File: src/rtl/wns_pkg.sv
`timescale 1ns / 1ps
// Shared definitions for the wavetable note sequencer: table sizes, field widths,
// command codes, register indexes, inter-module structs and fixed-point helpers.
// No dependencies.
package wns_pkg;

  // Table sizes and sample resolution.
  localparam int WAVE_DEPTH  = 64;
  localparam int SONG_DEPTH  = 256;
  localparam int SAMPLE_BITS = 12;

  localparam int WAVE_W   = $clog2(WAVE_DEPTH);
  localparam int NOTE_W   = $clog2(SONG_DEPTH);
  localparam int PERIOD_W = 16;
  localparam int DUR_W    = 26;
  localparam int SONG_W   = PERIOD_W + DUR_W;
  localparam int AMP_W    = 9;
  localparam int LEN_W    = 9;

  // Full amplitude and the 95/100 decay step as one reciprocal multiply.
  localparam logic [AMP_W-1:0] FULL_AMP = 9'd400;
  localparam int DECAY_M     = 62260;
  localparam int DECAY_SHIFT = 16;
  localparam int DECAY_W     = AMP_W + DECAY_SHIFT;

  // Division by 400: a shift by 4, then a reciprocal multiply for the factor 25.
  localparam int PROD_W = SAMPLE_BITS + AMP_W;
  localparam int DIV_K  = SAMPLE_BITS + 10;
  localparam int DIV_M  = (2**DIV_K + 24) / 25;
  localparam int DIV_W  = 2 * SAMPLE_BITS + 11;

  typedef logic [WAVE_W-1:0]      wave_addr_t;
  typedef logic [NOTE_W-1:0]      note_t;
  typedef logic [SAMPLE_BITS-1:0] sample_t;
  typedef logic [PERIOD_W-1:0]    period_t;
  typedef logic [DUR_W-1:0]       dur_t;
  typedef logic [AMP_W-1:0]       amp_t;
  typedef logic [LEN_W-1:0]       len_t;
  typedef logic [PROD_W-1:0]      prod_t;
  typedef logic [DIV_W-1:0]       div_prod_t;
  typedef logic [DECAY_W-1:0]     decay_prod_t;

  // Command codes carried in the input tuser.
  typedef enum logic [2:0] {
    CMD_TICK    = 3'd0,
    CMD_SONG    = 3'd1,
    CMD_WAVE    = 3'd2,
    CMD_PLAY    = 3'd3,
    CMD_STOP    = 3'd4,
    CMD_RESTART = 3'd5
  } cmd_t;

  // Register select, taken from the word address bit of paddr.
  localparam logic REG_SONG_LENGTH = 1'b0;
  localparam logic REG_ENV_PERIOD  = 1'b1;

  // Write into the waveform table.
  typedef struct packed {
    logic       en;
    wave_addr_t addr;
    sample_t    data;
  } wave_wr_t;

  // One sample to be looked up and scaled.
  typedef struct packed {
    logic       valid;
    wave_addr_t addr;
    amp_t       amp;
    note_t      note;
  } sample_req_t;

  // A counter reload of zero counts as one.
  function automatic period_t nonzero16(input period_t v);
    return (v == '0) ? period_t'(1) : v;
  endfunction

  function automatic period_t period_reload(input period_t p);
    return nonzero16(p >> 1);
  endfunction

  function automatic dur_t dur_reload(input dur_t d);
    return (d == '0) ? dur_t'(1) : d;
  endfunction

  // amplitude * 95 / 100, exact for every 9-bit amplitude.
  function automatic amp_t amp_decay(input amp_t a);
    decay_prod_t t;
    t = decay_prod_t'(a) * decay_prod_t'(DECAY_M);
    return amp_t'(t >> DECAY_SHIFT);
  endfunction

  // Product / 400, exact over the whole product range.
  function automatic sample_t div_full_amp(input prod_t p);
    logic [PROD_W-5:0] x;
    div_prod_t t;
    x = p[PROD_W-1:4];
    t = div_prod_t'(x) * div_prod_t'(DIV_M);
    return sample_t'(t >> DIV_K);
  endfunction

endpackage

File: src/rtl/wns_ram.sv
`timescale 1ns / 1ps
// Generic single-port-write, single-port-read RAM with a registered read.
// Read-first on a same-address collision. No dependencies.
module wns_ram #(
  parameter int DEPTH  = 64,
  parameter int WIDTH  = 12,
  parameter int ADDR_W = $clog2(DEPTH)
) (
  input  logic              clk,
  input  logic              we,
  input  logic [ADDR_W-1:0] waddr,
  input  logic [WIDTH-1:0]  wdata,
  input  logic              re,
  input  logic [ADDR_W-1:0] raddr,
  output logic [WIDTH-1:0]  rdata
);

  logic [WIDTH-1:0] mem [DEPTH];

  // Write port.
  always_ff @(posedge clk) begin
    if (we) begin
      mem[waddr] <= wdata;
    end
  end

  // Registered read port.
  always_ff @(posedge clk) begin
    if (re) begin
      rdata <= mem[raddr];
    end
  end

endmodule

File: src/rtl/wns_scaler.sv
`timescale 1ns / 1ps
// Waveform table and the output pipeline: table read, amplitude multiply,
// division by full amplitude into the output register. Depends on wns_pkg, wns_ram.
module wns_scaler (
  input  logic                 clk,
  input  logic                 rst,
  input  wns_pkg::sample_req_t req,
  input  wns_pkg::wave_wr_t    wave_wr,
  output logic                 ready,
  output logic                 out_valid,
  input  logic                 out_ready,
  output wns_pkg::sample_t     dac,
  output wns_pkg::note_t       note
);

  logic              s1_valid;
  wns_pkg::amp_t     s1_amp;
  wns_pkg::note_t    s1_note;
  wns_pkg::sample_t  wave_rdata;

  logic              s2_valid;
  wns_pkg::prod_t    s2_prod;
  wns_pkg::note_t    s2_note;

  logic              out_move;
  logic              s2_move;
  logic              s1_move;

  // Waveform table; a read is issued only when a sample enters the pipeline,
  // so the read data holds while that stage waits.
  wns_ram #(
    .DEPTH (wns_pkg::WAVE_DEPTH),
    .WIDTH (wns_pkg::SAMPLE_BITS)
  ) u_wave_ram (
    .clk   (clk),
    .we    (wave_wr.en),
    .waddr (wave_wr.addr),
    .wdata (wave_wr.data),
    .re    (req.valid),
    .raddr (req.addr),
    .rdata (wave_rdata)
  );

  // Each stage advances when the one after it is empty or moving.
  assign out_move = !out_valid || out_ready;
  assign s2_move  = !s2_valid || out_move;
  assign s1_move  = !s1_valid || s2_move;
  assign ready    = s1_move;

  // Stage valids.
  always_ff @(posedge clk) begin
    if (rst) begin
      s1_valid  <= 1'b0;
      s2_valid  <= 1'b0;
      out_valid <= 1'b0;
    end else begin
      if (s1_move) begin
        s1_valid <= req.valid;
      end
      if (s2_move) begin
        s2_valid <= s1_valid;
      end
      if (out_move) begin
        out_valid <= s2_valid;
      end
    end
  end

  // Stage payloads.
  always_ff @(posedge clk) begin
    if (s1_move && req.valid) begin
      s1_amp  <= req.amp;
      s1_note <= req.note;
    end
    if (s2_move && s1_valid) begin
      s2_prod <= wns_pkg::prod_t'(wave_rdata) * wns_pkg::prod_t'(s1_amp);
      s2_note <= s1_note;
    end
    if (out_move && s2_valid) begin
      dac  <= wns_pkg::div_full_amp(s2_prod);
      note <= s2_note;
    end
  end

`ifndef SYNTHESIS
  a_req_has_room: assert property (@(posedge clk) disable iff (rst)
    req.valid |-> ready)
    else $error("sample request arrived with the first stage blocked");
`endif

endmodule

File: config.mk
export PLATFORM = sky130hd
export DESIGN_NAME = wns_scaler
export DESIGN_NICKNAME = d
export VERILOG_FILES = /design/src/rtl/wns_pkg.sv /design/src/rtl/wns_ram.sv /design/src/rtl/wns_scaler.sv
export SDC_FILE = /design/constraint.sdc
export NUM_CORES = 1
export LEC_CHECK = 0
export BUFFER_PORTS_ARGS = -buffer_cell sky130_fd_sc_hd__buf_4
export CAP_MARGIN = 40
export CORE_MARGIN = 2
export CORE_UTILIZATION = 45
export CTS_CLUSTER_DIAMETER = 30
export DETAILED_ROUTE_END_ITERATION = 8
export GPL_TIMING_DRIVEN = 0
export PLACE_DENSITY_LB_ADDON = 0.05
export SYNTH_ARGS = -nofsm -noshare
export SYNTH_HDL_FRONTEND = slang
export SYNTH_SLANG_ARGS = --single-unit
File: constraint.sdc
create_clock -name clk -period 7 [get_ports clk]
set_input_delay 1.05 -clock clk [delete_from_list [all_inputs] [get_ports clk]]
set_output_delay 1.05 -clock clk [all_outputs]
set_load 0.05 [all_outputs]
==> reports/metrics.cfg <==
[floorplan]
boundaryPins = 68
die_area_mm2 = 0.0923
design.core.area_mm2 = 0.0888
rows = 109
die_width_um = 304
die_h_um = 304
start_util = 0.456

[global_routing]
antenna_found_initial = 4
grtUsageTotal = 0.216
grt_remaining_overflow = 0
grt_pass1_vias = 22868
grt_pass1_wl_um = 146000
grt_max_degree = 65

[worst_setup_path]
path_delay_family = adder cells
worstSetupEndpointType = flip-flop
criticalPathCategory = reg2reg
slowest_stage = fa_1
crit_buf_inv = 6
arrival_ns = 6.88
cp_max_fo = 7
critPathLaunchType = flip-flop
required_ns = 7.46
path_cells = fa_1 > inv_1 > fa_1 > inv_1 > fa_1 > inv_1 > fa_1 > inv_1 > fa_1 > inv_1 > fa_1 > inv_1 > ha_1 > a211oi_1 > o21ai_0 > a22oi_1 > nor3_1 > nor2_1 > o21ai_1 > o41ai_1 > xnor2_1
critPathMaxStageDelay_ns = 0.68

[synth]
netlist_top_cells_area = edfxtp_1, mux4_2, fa_1, ha_1, inv_1
synth.yosys.warnings = 0
ys_seq_elements = 845
synth_top_area_share = 0.625
syn_nets = 2682
synth_area_mm2 = 0.0405
yosysTopAreaCell = edfxtp_1
syn_avg_cell_area_um2 = 17.7
synth_flop_cell = edfxtp_1
synth-edff-count = 842
postSynthCellCount = 2280
ys_seq_area_frac = 0.626
async_reset_ff_frac = 0
yosysUniqueCellTypes = 50

[sta]
setup_viol = 0
fin_skew_ns = 0.0933
rsz0062_at_grt = no
fmaxAchievable_mhz = 156
worst_slew_pin_slew_ns = 0.929
fin_crit_ns = 6.42
setup-tns-final_ns = 0
hold_viol = 0
period_share = 0.918
relSlewSlack = 0.378
slew_viol_final = 0

[placement]
gp_congestion = 0.856
io_buffer_count = 56
dp_hpwl_um = 68800

[finish]
diodes = 0
layout.nets = 2980
nFillCells = 6958
layout-drive-gt1-share = 0.251
syn2layout_area_growth_pct = 20.6

[route]
drc = 0
num_vias = 21139
firstDrtPassIters = 6
wl_per_cell_um = 25.2
post_drt_via_cell_ratio = 5.45
postRouteWirelength_um = 97600
ant_nets = 0
drt_iter0_drc = 1619

[clock_tree]
clock-sinks = 845
cts.htree.levels = 4
cts_buffer_depth = 3
postCtsSetupBuffers = 0
clock_latency_ns = 0.77
cts_buffers = 164
clkTransAtPathRegs_ns = 0.05
cts_tree = yes
cts_resized = 0
clock-root-buffer = clkbuf_16
hold_buffers = 0

[outcome]
status = finished clean

[job]
timing.max_cap.violations = 0

[min_path]
hold_path_class = reg2reg

cells by family (layout without fill, tap and decap cells):
family | count (synthesis) | in the layout | synth area share
compound gates | 96 | 96 | 0.0153
fa+ha+maj | 356 | 356 | 0.143
buf+inv | 363 | 796 | 0.0358
simple gates | 338 | 338 | 0.0389
flops | 845 | 845 | 0.626
xor+xnor | 28 | 28 | 0.00606
mux | 254 | 254 | 0.134
sequential cells by signal, indices dropped and copies added (netlist names):
register,cells
u_wave_ram.mem,768
s2_prod,17
dac,12
u_wave_ram.rdata,12
s1_amp,9
note,8
s1_note,8
s2_note,8
out_valid,1
s1_valid,1
s2_valid,1
per-layer routing:
layer	vias to the layer above	routed length, um	track usage
met2	626	50300	0.374
met1	11102	40200	0.278
met3	163	4870	0.0423
li1	9240	-	-
met4	8	2240	0.0648
met5	-	45	0
layout by cell type, fill, tap and decap left out, types with 4 or more instances in the layout:
cell type and instances:
mux2i_1 22, xnor2_1 24, nor2_2 7, o21ai_0 10
clkinv_2 26, clkinv_4 18, inv_6 10, nand2_1 117
nor2_1 80, clkinvlp_4 11, and2_1 35, a211oi_1 4
bufinv_16 21, a21oi_1 24, edfxtp_1 842, buf_1 7
a31oi_1 8, inv_1 276, nand3_1 26, clkinv_16 7
or2_2 7, or3_1 4, fa_1 180, a21o_1 14
buf_4 113, ha_1 176, buf_8 9, o211ai_1 9
buf_6 23, clkinv_1 24, clkbuf_1 64, xor2_1 4
o21ai_1 10, nand2b_1 4, mux4_2 230, clkbuf_16 165
nand4_1 17, nor2b_1 22, nor3_1 7, buf_2 15
stage by stage:
stage          utilization  worst slack, ns  instances  hold WS, ns  instance area [um^2]
3_5_place_dp         0.486            0.483       3576        0.405                 43100
2_1_floorplan            -             1.35       2280        0.400                 40500
5_1_grt              0.549            0.232       3878        0.420                 48800
3_3_place_gp         0.477            0.556       3501        0.401                 42300
6_report             0.549            0.577       3878        0.412                 48800
4_1_cts              0.549            0.546       3877        0.415                 48800
cell usage after synthesis, drive strengths merged (3+ instances only):
library cell and n:
mux4 230, a211oi 4, nand2 117, xor2 4
xnor2 24, fa 180, nor3 9, a21oi 24
or3 4, dfxtp 3, nand4 17, buf 37
a21o 14, a31oi 9, clkbuf 50, nand3 26
or2 7, mux2i 22, nand2b 4, o211ai 9
ha 176, inv 276, and2 35, nor2b 23
edfxtp 842, nor2 87, o21ai 20
layout make-up:
type,instances,area (um^2),share of cell area
buffer,87,413,0.00846
clock buffer,180,4200,0.0860
clock inverter,121,1450,0.0297
inverter,276,1040,0.0212
multi-input combinational,1072,13700,0.281
sequential,845,25300,0.520
tap,1165,1460,0.0299
timing repair buffer,132,1170,0.0241
final timing paths:
path	from	endpoint	slack, ns	cells after the start
min reg2reg	s2_note[0]$_DFFE_PP_	note[0]$_DFFE_PP_	0.41	0
min	s2_note[0]$_DFFE_PP_	note[0]$_DFFE_PP_	0.41	0
max reg2reg	s2_prod[7]$_DFFE_PP_	dac[11]$_DFFE_PP_	0.58	21
max	s2_prod[7]$_DFFE_PP_	dac[11]$_DFFE_PP_	0.58	21
Power is left out: the tool's default activity adds up to more than one toggle a clock period on the data nets, which glitch-free logic cannot reach.
